===== src/rtl/core/acc_pkg.sv =====
// ----------------------------------------------------------------------------
// Actuator channel controller package
// Shared codes, controller/datapath handshake types and the mode decode.
// ----------------------------------------------------------------------------
`default_nettype none

package acc_pkg;

  localparam logic [1:0] OP_ACTUATE = 2'd0;
  localparam logic [1:0] OP_SCHEDULE = 2'd1;
  localparam logic [1:0] OP_TICK = 2'd2;
  localparam logic [1:0] OP_SENSE = 2'd3;

  localparam logic [2:0] CMD_RETRACT = 3'd0;
  localparam logic [2:0] CMD_EXTEND = 3'd1;
  localparam logic [2:0] CMD_TIMED_RETRACT = 3'd2;
  localparam logic [2:0] CMD_TIMED_EXTEND = 3'd3;
  localparam logic [2:0] CMD_ON = 3'd4;
  localparam logic [2:0] CMD_OFF = 3'd5;

  localparam logic [1:0] DRIVE_BACK = 2'd0;
  localparam logic [1:0] DRIVE_FWD = 2'd1;
  localparam logic [1:0] DRIVE_STOP = 2'd2;

  localparam logic REG_THRESHOLD = 1'b0;
  localparam logic REG_MIN_RUN = 1'b1;

  localparam logic [11:0] THRESHOLD_RESET = 12'd100;
  localparam logic [15:0] MIN_RUN_RESET = 16'd100;

  typedef struct packed {
    logic load;
    logic exec;
    logic clk_inc;
    logic ch_adv;
    logic ch_stop;
    logic q_fire;
    logic q_adv;
    logic flush;
  } acc_cmd_t;

  typedef struct packed {
    logic [1:0] op;
    logic       step_ok;
    logic       held_valid;
    logic       out_free;
    logic       ch_expired;
    logic       ch_last;
    logic       q_end;
    logic       q_due;
  } acc_status_t;

  function automatic logic [1:0] drive_of(input logic [2:0] m);
    logic [1:0] d;
    case (m)
      CMD_RETRACT, CMD_TIMED_RETRACT: d = DRIVE_BACK;
      CMD_EXTEND, CMD_TIMED_EXTEND, CMD_ON: d = DRIVE_FWD;
      default: d = DRIVE_STOP;
    endcase
    return d;
  endfunction

endpackage

`default_nettype wire


===== src/rtl/core/acc_ctrl.sv =====
// ----------------------------------------------------------------------------
// Actuator channel controller sequencer
// Steps each input through execute, or a tick through clock advance, channel walk and queue walk.
// ----------------------------------------------------------------------------
`default_nettype none

module acc_ctrl (
  input  wire                 clk,
  input  wire                 rst,
  input  wire                 in_valid,
  output logic                in_ready,
  input  acc_pkg::acc_status_t sts,
  output acc_pkg::acc_cmd_t    cmd
);
  import acc_pkg::*;

  typedef enum logic [2:0] {
    S_IDLE, S_EXEC, S_INC, S_CHAN, S_QUEUE, S_FIN
  } state_t;

  state_t state, state_next;

  assign in_ready = (state == S_IDLE);

  always_comb begin
    cmd = '0;
    state_next = state;
    case (state)
      S_IDLE: begin
        if (in_valid) begin
          cmd.load = 1'b1;
          state_next = S_EXEC;
        end
      end
      S_EXEC: begin
        if (sts.op == OP_TICK) begin
          state_next = S_INC;
        end else if (sts.step_ok) begin
          cmd.exec = 1'b1;
          state_next = S_FIN;
        end
      end
      S_INC: begin
        cmd.clk_inc = 1'b1;
        state_next = S_CHAN;
      end
      S_CHAN: begin
        if (!sts.ch_expired || sts.step_ok) begin
          cmd.ch_stop = sts.ch_expired;
          cmd.ch_adv = 1'b1;
          if (sts.ch_last) state_next = S_QUEUE;
        end
      end
      S_QUEUE: begin
        if (sts.q_end) begin
          state_next = S_FIN;
        end else if (sts.q_due) begin
          cmd.q_fire = sts.step_ok;
        end else begin
          cmd.q_adv = 1'b1;
        end
      end
      S_FIN: begin
        if (!sts.held_valid) begin
          state_next = S_IDLE;
        end else if (sts.out_free) begin
          cmd.flush = 1'b1;
          state_next = S_IDLE;
        end
      end
      default: state_next = S_IDLE;
    endcase
  end

  always_ff @(posedge clk) begin
    if (rst) begin
      state <= S_IDLE;
    end else begin
      state <= state_next;
    end
  end

endmodule

`default_nettype wire


===== src/rtl/core/acc_dpath.sv =====
// ----------------------------------------------------------------------------
// Actuator channel controller datapath
// Channel table, pending queue, clock, held result and output register.
// ----------------------------------------------------------------------------
`default_nettype none

module acc_dpath #(
  parameter int NUM_CHANNELS = 8,
  parameter int QUEUE_DEPTH = 16
) (
  input  wire                  clk,
  input  wire                  rst,
  input  acc_pkg::acc_cmd_t    cmd,
  output acc_pkg::acc_status_t sts,
  input  wire                  cfg_write,
  input  wire                  cfg_index,
  input  wire  [15:0]          cfg_data,
  input  wire  [1:0]           operation,
  input  wire  [2:0]           channel,
  input  wire  [2:0]           command,
  input  wire  [31:0]          duration_ms,
  input  wire  [31:0]          delay_ms,
  input  wire  [11:0]          current_ma,
  output logic                 out_valid,
  input  wire                  out_ready,
  output logic [2:0]           out_channel,
  output logic [1:0]           drive,
  output logic [2:0]           mode,
  output logic [1:0]           reported_state,
  output logic                 status,
  output logic                 last
);
  import acc_pkg::*;

  localparam int CW = (NUM_CHANNELS > 1) ? $clog2(NUM_CHANNELS) : 1;
  localparam int QW = (QUEUE_DEPTH > 1) ? $clog2(QUEUE_DEPTH) : 1;
  localparam int NW = $clog2(QUEUE_DEPTH + 1);

  logic [11:0] threshold;
  logic [15:0] min_run;

  logic [2:0]  ch_mode [NUM_CHANNELS];
  logic [31:0] stamp [NUM_CHANNELS];
  logic [31:0] run_len [NUM_CHANNELS];
  logic [31:0] clock_ms;

  logic [2:0]  q_ch [QUEUE_DEPTH];
  logic [2:0]  q_cmd [QUEUE_DEPTH];
  logic [31:0] q_dur [QUEUE_DEPTH];
  logic [31:0] q_due [QUEUE_DEPTH];
  logic [NW-1:0] q_count;
  logic [NW-1:0] qi;
  logic [CW-1:0] ci;

  logic [1:0]  r_op;
  logic [2:0]  r_ch;
  logic [2:0]  r_cmd;
  logic [31:0] r_dur;
  logic [31:0] r_dly;
  logic [11:0] r_cur;

  logic       h_valid;
  logic [2:0] h_ch;
  logic [2:0] h_mode;
  logic       h_status;

  logic [31:0] r_ch_wide, ci_wide, qc_wide;
  logic [CW-1:0] rd_idx, in_idx, q_idx_ch;
  logic [QW-1:0] q_rd;
  logic        in_ok, q_ok, q_full, stop_sense, out_free, step_ok, push;
  logic [2:0]  rd_mode, new_mode, qc, qm;
  logic [31:0] elapsed;

  assign r_ch_wide = 32'(r_ch);
  assign in_idx = r_ch_wide[CW-1:0];
  assign in_ok = r_ch_wide < NUM_CHANNELS;
  assign ci_wide = 32'(ci);
  assign rd_idx = (r_op == OP_TICK) ? ci : in_idx;
  assign rd_mode = ch_mode[rd_idx];
  assign elapsed = clock_ms - stamp[rd_idx];

  assign q_rd = qi[QW-1:0];
  assign qc = q_ch[q_rd];
  assign qm = q_cmd[q_rd];
  assign qc_wide = 32'(qc);
  assign q_idx_ch = qc_wide[CW-1:0];
  assign q_ok = qc_wide < NUM_CHANNELS;
  assign q_full = 32'(q_count) >= QUEUE_DEPTH;

  assign stop_sense = in_ok && (rd_mode == CMD_RETRACT || rd_mode == CMD_EXTEND) &&
                      (r_cur < threshold) && (elapsed > {16'd0, min_run});

  assign out_free = !out_valid || out_ready;
  assign step_ok = !h_valid || out_free;
  assign push = (h_valid && (cmd.exec || cmd.ch_stop || cmd.q_fire)) || cmd.flush;

  always_comb begin
    case (r_op)
      OP_ACTUATE: new_mode = in_ok ? r_cmd : CMD_OFF;
      OP_SCHEDULE: new_mode = in_ok ? rd_mode : CMD_OFF;
      OP_SENSE: new_mode = (in_ok && !stop_sense) ? rd_mode : CMD_OFF;
      default: new_mode = CMD_OFF;
    endcase
  end

  always_comb begin
    sts.op = r_op;
    sts.step_ok = step_ok;
    sts.held_valid = h_valid;
    sts.out_free = out_free;
    sts.ch_expired = (rd_mode == CMD_TIMED_RETRACT || rd_mode == CMD_TIMED_EXTEND) &&
                     (elapsed > run_len[rd_idx]);
    sts.ch_last = ci_wide == NUM_CHANNELS - 1;
    sts.q_end = qi >= q_count;
    sts.q_due = clock_ms > q_due[q_rd];
  end

  always_ff @(posedge clk) begin
    if (rst) begin
      threshold <= THRESHOLD_RESET;
      min_run <= MIN_RUN_RESET;
    end else if (cfg_write) begin
      case (cfg_index)
        REG_THRESHOLD: threshold <= cfg_data[11:0];
        REG_MIN_RUN: min_run <= cfg_data;
        default: ;
      endcase
    end
  end

  always_ff @(posedge clk) begin
    if (cmd.load) begin
      r_op <= operation;
      r_ch <= channel;
      r_cmd <= (command > CMD_OFF) ? CMD_OFF : command;
      r_dur <= duration_ms;
      r_dly <= delay_ms;
      r_cur <= current_ma;
    end
  end

  always_ff @(posedge clk) begin
    if (rst) begin
      for (int i = 0; i < NUM_CHANNELS; i++) begin
        ch_mode[i] <= CMD_OFF;
        stamp[i] <= '0;
        run_len[i] <= '0;
      end
      clock_ms <= '0;
    end else begin
      if (cmd.clk_inc) clock_ms <= clock_ms + 32'd1;
      if (cmd.exec && in_ok && r_op == OP_ACTUATE) begin
        ch_mode[in_idx] <= r_cmd;
        run_len[in_idx] <= r_dur;
        stamp[in_idx] <= clock_ms;
      end
      if (cmd.exec && r_op == OP_SENSE && stop_sense) ch_mode[in_idx] <= CMD_OFF;
      if (cmd.ch_stop) begin
        ch_mode[ci] <= CMD_OFF;
        run_len[ci] <= '0;
      end
      if (cmd.q_fire && q_ok) begin
        ch_mode[q_idx_ch] <= qm;
        run_len[q_idx_ch] <= q_dur[q_rd];
        stamp[q_idx_ch] <= clock_ms;
      end
    end
  end

  always_ff @(posedge clk) begin
    if (cmd.exec && r_op == OP_SCHEDULE && in_ok && !q_full) begin
      q_ch[q_count[QW-1:0]] <= r_ch;
      q_cmd[q_count[QW-1:0]] <= r_cmd;
      q_dur[q_count[QW-1:0]] <= r_dur;
      q_due[q_count[QW-1:0]] <= r_dly + clock_ms;
    end else if (cmd.q_fire) begin
      for (int j = 0; j < QUEUE_DEPTH - 1; j++) begin
        if (j >= 32'(qi)) begin
          q_ch[j] <= q_ch[j + 1];
          q_cmd[j] <= q_cmd[j + 1];
          q_dur[j] <= q_dur[j + 1];
          q_due[j] <= q_due[j + 1];
        end
      end
    end
  end

  always_ff @(posedge clk) begin
    if (rst) begin
      q_count <= '0;
      qi <= '0;
      ci <= '0;
    end else begin
      if (cmd.load) begin
        qi <= '0;
        ci <= '0;
      end
      if (cmd.ch_adv) ci <= ci + 1'b1;
      if (cmd.q_adv) qi <= qi + 1'b1;
      if (cmd.exec && r_op == OP_SCHEDULE && in_ok && !q_full) q_count <= q_count + 1'b1;
      if (cmd.q_fire) q_count <= q_count - 1'b1;
    end
  end

  always_ff @(posedge clk) begin
    if (rst) begin
      h_valid <= 1'b0;
      out_valid <= 1'b0;
    end else begin
      if (push) begin
        out_valid <= 1'b1;
        out_channel <= h_ch;
        mode <= h_mode;
        status <= h_status;
        last <= cmd.flush;
      end else if (out_ready) begin
        out_valid <= 1'b0;
      end
      if (cmd.exec) begin
        h_valid <= 1'b1;
        h_ch <= r_ch;
        h_mode <= new_mode;
        h_status <= (r_op == OP_SCHEDULE) && in_ok && q_full;
      end else if (cmd.ch_stop) begin
        h_valid <= 1'b1;
        h_ch <= ci_wide[2:0];
        h_mode <= CMD_OFF;
        h_status <= 1'b0;
      end else if (cmd.q_fire) begin
        h_valid <= 1'b1;
        h_ch <= qc;
        h_mode <= q_ok ? qm : CMD_OFF;
        h_status <= 1'b0;
      end else if (cmd.flush) begin
        h_valid <= 1'b0;
      end
    end
  end

  assign drive = drive_of(mode);
  assign reported_state = drive_of(mode);

endmodule

`default_nettype wire


===== src/rtl/core/actuator_channel_controller_top.sv =====
// Commands, schedules and samples go input registers, held result, output register.
// A tick advances the clock, then walks every channel and then every pending entry.
// The queue walk takes one entry per cycle, fired or not, unless a due entry is held up.
// Throughput: one input item at a time; the next is taken once all results are queued.
// Output stalls hold each result step. Reset (synchronous, active high) turns all channels
// off, clears the clock, empties the pending queue and restores both registers to 100.
// ----------------------------------------------------------------------------
// Actuator channel controller
// Multi-channel actuator timing controller with a delayed command queue.
// ----------------------------------------------------------------------------
`default_nettype none

module actuator_channel_controller_top #(
  parameter int NUM_CHANNELS = 8,
  parameter int QUEUE_DEPTH = 16
) (
  input  wire         clk,
  input  wire         rst,
  input  wire         cfg_write,
  input  wire         cfg_index,
  input  wire  [15:0] cfg_data,
  input  wire         in_valid,
  output logic        in_ready,
  input  wire  [1:0]  operation,
  input  wire  [2:0]  channel,
  input  wire  [2:0]  command,
  input  wire  [31:0] duration_ms,
  input  wire  [31:0] delay_ms,
  input  wire  [11:0] current_ma,
  output logic        out_valid,
  input  wire         out_ready,
  output logic [2:0]  out_channel,
  output logic [1:0]  drive,
  output logic [2:0]  mode,
  output logic [1:0]  reported_state,
  output logic        status,
  output logic        last
);
  import acc_pkg::*;

  acc_cmd_t    cmd;
  acc_status_t sts;

  acc_ctrl u_ctrl (
    .clk      (clk),
    .rst      (rst),
    .in_valid (in_valid),
    .in_ready (in_ready),
    .sts      (sts),
    .cmd      (cmd)
  );

  acc_dpath #(
    .NUM_CHANNELS (NUM_CHANNELS),
    .QUEUE_DEPTH  (QUEUE_DEPTH)
  ) u_dpath (
    .clk            (clk),
    .rst            (rst),
    .cmd            (cmd),
    .sts            (sts),
    .cfg_write      (cfg_write),
    .cfg_index      (cfg_index),
    .cfg_data       (cfg_data),
    .operation      (operation),
    .channel        (channel),
    .command        (command),
    .duration_ms    (duration_ms),
    .delay_ms       (delay_ms),
    .current_ma     (current_ma),
    .out_valid      (out_valid),
    .out_ready      (out_ready),
    .out_channel    (out_channel),
    .drive          (drive),
    .mode           (mode),
    .reported_state (reported_state),
    .status         (status),
    .last           (last)
  );

endmodule

`default_nettype wire


===== config.mk =====
export PLATFORM = sky130hd
export DESIGN_NAME = actuator_channel_controller_top
export DESIGN_NICKNAME = d
export VERILOG_FILES = /design/src/rtl/core/acc_pkg.sv /design/src/rtl/core/acc_ctrl.sv /design/src/rtl/core/acc_dpath.sv /design/src/rtl/core/actuator_channel_controller_top.sv
export SDC_FILE = /design/constraint.sdc
export NUM_CORES = 2
export LEC_CHECK = 0
export BUFFER_PORTS_ARGS = -buffer_cell sky130_fd_sc_hd__buf_4
export CAP_MARGIN = 30
export CELL_PAD_IN_SITES_DETAIL_PLACEMENT = 1
export CELL_PAD_IN_SITES_GLOBAL_PLACEMENT = 2
export CORE_ASPECT_RATIO = 1.75
export CORE_MARGIN = 4
export CORE_UTILIZATION = 45
export CTS_CLUSTER_DIAMETER = 60
export CTS_CLUSTER_SIZE = 8
export DETAILED_ROUTE_END_ITERATION = 10
export PLACE_DENSITY_LB_ADDON = 0.1
export SETUP_SLACK_MARGIN = 0.15
export SLEW_MARGIN = 15
export SYNTH_ARGS = -nofsm -noshare
export SYNTH_HDL_FRONTEND = slang
export SYNTH_SLANG_ARGS = --single-unit

===== constraint.sdc =====
create_clock -name clk -period 12.4 [get_ports clk]
set_input_delay 1.86 -clock clk [delete_from_list [all_inputs] [get_ports clk]]
set_output_delay 1.86 -clock clk [all_outputs]
set_load 0.02 [all_outputs]

Yosys cells after proc, flatten, opt, wreduce, memory -nomap -nowiden
Memory sizes are Yosys's and may differ from the RTL's. A register that Yosys moved wholly into a read port is not among the register bits. Cells that the tools add are included.

Flip-flop bits (word level): 177. Bits in writable memories: 1656. Input port bits: 106. Word-level logic and storage cells: 316. Memories kept: 7.

Add/sub/neg operators: 7. Magnitude comparators: 24. Equality and inequality tests: 22. Multiplexer cells: 173. Bitwise operators: 3. Reductions and logical operators: 58.

Memories: u_dpath.q_due (depth 16, width 32, rd ports 16, clocked after memory_dff 1, write ports 15, RTL line acc_dpath.sv:50) `logic [31:0] q_due [QUEUE_DEPTH];`; u_dpath.q_dur (depth 16, width 32, rd ports 16, clocked after memory_dff 1, write ports 15, RTL line acc_dpath.sv:49) `logic [31:0] q_dur [QUEUE_DEPTH];`; u_dpath.run_len (depth 8, width 32, rd ports 1, clocked after memory_dff 0, write ports 8, RTL line acc_dpath.sv:44) `logic [31:0] run_len [NUM_CHANNELS];`; u_dpath.stamp (depth 8, width 32, rd ports 1, clocked after memory_dff 0, write ports 8, RTL line acc_dpath.sv:43) `logic [31:0] stamp [NUM_CHANNELS];`; u_dpath.q_ch (depth 16, width 3, rd ports 16, clocked after memory_dff 1, write ports 15, RTL line acc_dpath.sv:47) `logic [2:0] q_ch [QUEUE_DEPTH];`; u_dpath.q_cmd (depth 16, width 3, rd ports 16, clocked after memory_dff 1, write ports 15, RTL line acc_dpath.sv:48) `logic [2:0] q_cmd [QUEUE_DEPTH];`; +1 memories.

Operators by type and width (number): 2-to-1 mux 32 bit (7); OR reduction 32 bit (7); 2-to-1 mux 1 bit (108); 2-to-1 mux 3 bit (35); > comparator 32 bit (2); 2-to-1 mux 4 bit (12); greater-or-equal comparator 4 x 5 -> 1 bit (first input constant) (7); adder 32 x 1 -> 32 bit (second input constant) (1); adder 32 bit (1); > comparator 32 x 16 -> 1 bit (1); subtractor 32 bit (1); greater-or-equal comparator 3 x 5 -> 1 bit (first input constant) (4); 2-to-1 mux 5 bit (4); equality test 3 x 2 -> 1 bit (second input constant) (6); one-hot mux 3 bit (6 select lines) (1); OR reduction 3 bit (6); logical AND 1 bit (16); equality test 3 bit (second input constant) (4); < comparator 12 bit (1); adder 5 x 1 -> 5 bit (second input constant) (2); greater-or-equal comparator 1 x 5 -> 1 bit (first input constant) (2); greater-or-equal comparator 2 x 5 -> 1 bit (first input constant) (2); equality test 3 x 1 -> 1 bit (second input constant) (3); logical NOT 3 bit (3); 26 further kinds (51).

Longest topological paths before layout
An unclocked memory read counts as a cell.

Word-level depth: 17. Depth in mapped cells: 34. Depth with buffers taken out: 25.

Hierarchy
From an unflattened synthesis, not the netlist that was laid out.

Cell total of the unflattened synthesis: 7452. Area, all modules: 91555.3 um^2.

Modules (own cells, without submodules): acc_dpath (times used 1, cells an instance 7407, area each 91247.5 um^2, sequential area each 54282.1 um^2); acc_ctrl (times used 1, cells an instance 45, area each 307.8 um^2, sequential area each 60.1 um^2).

Least setup slack after synthesis
OpenSTA, ideal clock, no wires.

Path type: reg2reg. From: reg (tool-made name). To: mem u_dpath.q_ch[2][0], enable pin. Data arrival time: 7526 ps. Data required time: 11282 ps. Setup slack: 3756 ps. Stages on the path, launching flop included: 22. Cell sequence: dfxtp_1 buf_2 buf_2 buf_2 buf_4 clkbuf_1 buf_1 mux4_2 mux4_2 inv_1 ha_1 and3_1 nand4_1 or3_1 or3_1 o21ai_1 or3_1 clkbuf_1 nor3_2 o21ai_1 clkbuf_1 o21ai_0.

RTL lines (RTL line): end, declared (acc_dpath.sv:47).

==> flow_summary.ini <==
[die]
ioPinCount = 120
dieArea_um2 = 209000
initial_utilization = 0.453
coreArea_um2 = 200000
fp.dieH_um = 602
dieWidth_um = 347
rows = 217

[setup_path]
crit_path_end_kind = register
path_class = register to register
worst-path-max-fanout = 33
cp_data_arrival_time_ns = 10.43
cpPeakStageDelay_ns = 0.80
crit_required_ns = 12.86
critPathLaunchType = register
worst-path-buf-inv = 4
critPathTopFamily = simple AND/OR/NAND/NOR gates
cp_slowest_cell = mux2i_4

[cts]
h-tree-depth = 5
clk_pin_slew_ns = 0.06
clock_latency_ns = 0.83
cts.repair.resized = 0
clk_path_buf_depth = 4
root_buffer = clkbuf_16
clock-sinks = 1837
cts_tree = built
holdBufCountCts = 0
cts_made_buffers = 273
post_cts_buffers = 0

[run]
cap_viol_max_count = 0

[synth]
syn_area_um2 = 90700
synth_top_family_by_area = multiplexers
syn_nets = 7471
synth-xor-area-share = 0.00819
synth_mux_area_frac = 0.152
yosysWarnings = 0
synthFlopType = edfxtp_1
synth_fa_ha_area_frac = 0.0237
syn-instance-count = 7195
synth_compound_area_frac = 0.0602
ys_types = 92
ys_async_sr_fraction = 0
ys_ff_latch = 1837
avgSynthCellArea_um2 = 12.6
synth_edf_count = 1755
yosys.area_share.simple = 0.128
seq_area_frac_synth = 0.599

[cells_and_area]
final_common_cell = edfxtp_1
fillers = 20000
ff_latch_area_um2 = 54400
fin_util = 0.513
fin_nets = 7550
layout-drive-gt1-share = 0.191
design_area_um2 = 103000
multiInputGateArea_um2 = 34300
most-common-layout-cells = edfxtp_1, nand2_1, o21ai_0
area_delta_synth_final_pct = 13.2

[placement]
place_area_um2 = 95200
dpl.hpwl_mm = 196
io_buffers = 119
routabilityCongestion = 0.911

[global_routing]
grtUsageTotal = 0.301
grt_pass1_wl_mm = 458
grt_pass1_vias = 65000
antenna_found_initial = 7
grt_overflow = 0
grt_max_degree = 106

[power]
finalPower_w = 0.0176
irDropWorstVdd_uv = 123
p_leak_nw = 36.1
p_per_area_nw_per_um2 = 171

[sta]
rsz0062_at_grt = no
setup_viol = 0
slew_violations = 0
max_freq_mhz = 100
timing.final.crit_period_ns = 9.97
period_share = 0.804
fin_skew_ns = 0.0579
relSlewSlack = 0.302
worstMarginPinSlew_ns = 1.05
setup_tns_ns = 0
hold_viol = 0

[detailed_routing]
drtAntennaViolNets = 0
remaining_drc_errors = 0
vias = 61400
avgViaCountPerCell = 6.15
drtIter0Drc = 5546
wl_per_cell_um = 32.0
drt_wl_total_mm = 319
first_pass_iters = 5

[run_status]
status = finished, final reports clean

[worst_hold_path]
hold_class = register to register
-- cells in the mapped netlist, types with 5 or more instances --
library cell / number / area, µm²
a211o_1: 9 / 78.8
a211oi_1: 13 / 97.6
a21o_1: 40 / 300
a21oi_1: 223 / 1120
a31oi_1: 15 / 93.8
and2_1: 271 / 1700
and3_1: 52 / 325
and4_1: 7 / 61.3
buf_1: 72 / 270
buf_2: 47 / 235
clkbuf_1: 402 / 1510
dfxtp_1: 82 / 1640
edfxtp_1: 1755 / 52700
ha_1: 167 / 2090
inv_1: 134 / 503
mux2_2: 180 / 2030
mux2i_1: 93 / 931
mux4_2: 479 / 10800
nand2_1: 1720 / 6460
nand2b_1: 18 / 113
nand3_1: 63 / 315
nand4_1: 34 / 213
nor2_1: 447 / 1680
nor2b_1: 16 / 100
nor3_1: 35 / 175
nor4_1: 12 / 75.1
o211ai_1: 27 / 203
o21a_1: 14 / 105
o21ai_0: 518 / 2590
o21ai_1: 20 / 100
o21bai_1: 7 / 52.6
o32a_1: 5 / 50.1
or2_2: 13 / 81.3
or3_1: 15 / 93.8
xnor2_1: 41 / 359
xor2_1: 42 / 368
-- through the flow --
step | hold WS [ns] | setup slack (ns) | cells
5_1_grt | 0.425 | 1.85 | 9973
3_5_place_dp | 0.410 | 2.49 | 9624
6_report | 0.421 | 2.43 | 9974
3_3_place_gp | 0.401 | 2.64 | 9605
2_1_floorplan | 0.400 | 3.76 | 7195
4_1_cts | 0.423 | 2.48 | 9969
-- report_power, final --
| part | internal, W | switching (W) |
|---|---|---|
| clock | 0.00411 | 0.00267 |
| sequential | 0.00727 | 0.000222 |
| combinational | 0.00123 | 0.00207 |
| total | 0.0126 | 0.00496 |
-- registers in the layout (all words and copies together), names as in the netlist, 5 cells and up, named ones only --
register and count:
u_dpath.threshold 12, u_dpath.r_dur 32, u_dpath.clock_ms 32, u_dpath.q_due 512
u_dpath.stamp 256, u_dpath.ch_mode 24, u_dpath.min_run 16, u_dpath.r_cur 12
u_dpath.q_dur 512, u_dpath.q_cmd 48, u_dpath.qi 5, u_dpath.q_ch 48
u_dpath.run_len 256, u_dpath.r_dly 32, u_dpath.q_count 5
-- final cells by class --
| class | instances | share of cell area |
|---|---|---|
| multi-input cells | 4693 | 0.334 |
| clock inverters | 13 | 0.00152 |
| clock buffers | 332 | 0.0710 |
| repair buffers | 332 | 0.0270 |
| flip-flops and latches | 1837 | 0.529 |
| inverters | 137 | 0.00506 |
| diodes | 2 | 0.0000487 |
| well taps | 2628 | 0.0320 |
-- cells by family after synthesis --
kind of cell	Yosys count
AO/OA/AOI/OAI	958
XOR/XNOR	84
adder cells (fa/ha/maj)	170
buffers and inverters	665
flip-flops	1837
multiplexers	754
AND/OR/NAND/NOR	2727
-- final timing paths --
check / startpoint / end / slack [ns] / cells after the start
worst max-delay path: u_dpath.r_op[0] / u_dpath.run_len[6][23] / 2.43 / 26
worst min-delay path: u_dpath.h_mode[0] / u_dpath.mode[0] / 0.42 / 0
worst max register to register: u_dpath.r_op[0] / u_dpath.run_len[6][23] / 2.43 / 26
worst min register to register: u_dpath.h_mode[0] / u_dpath.mode[0] / 0.42 / 0
-- layer usage --
metal  GRT usage  up-vias  routed length (µm)
met5           0        -                   0
met4       0.118        0               14000
met1       0.361    32200              118000
met3      0.0352      621               17600
li1            -    26400                   -
met2       0.549     2162              169000
Note: power is estimated with default switching activity, not from simulation.
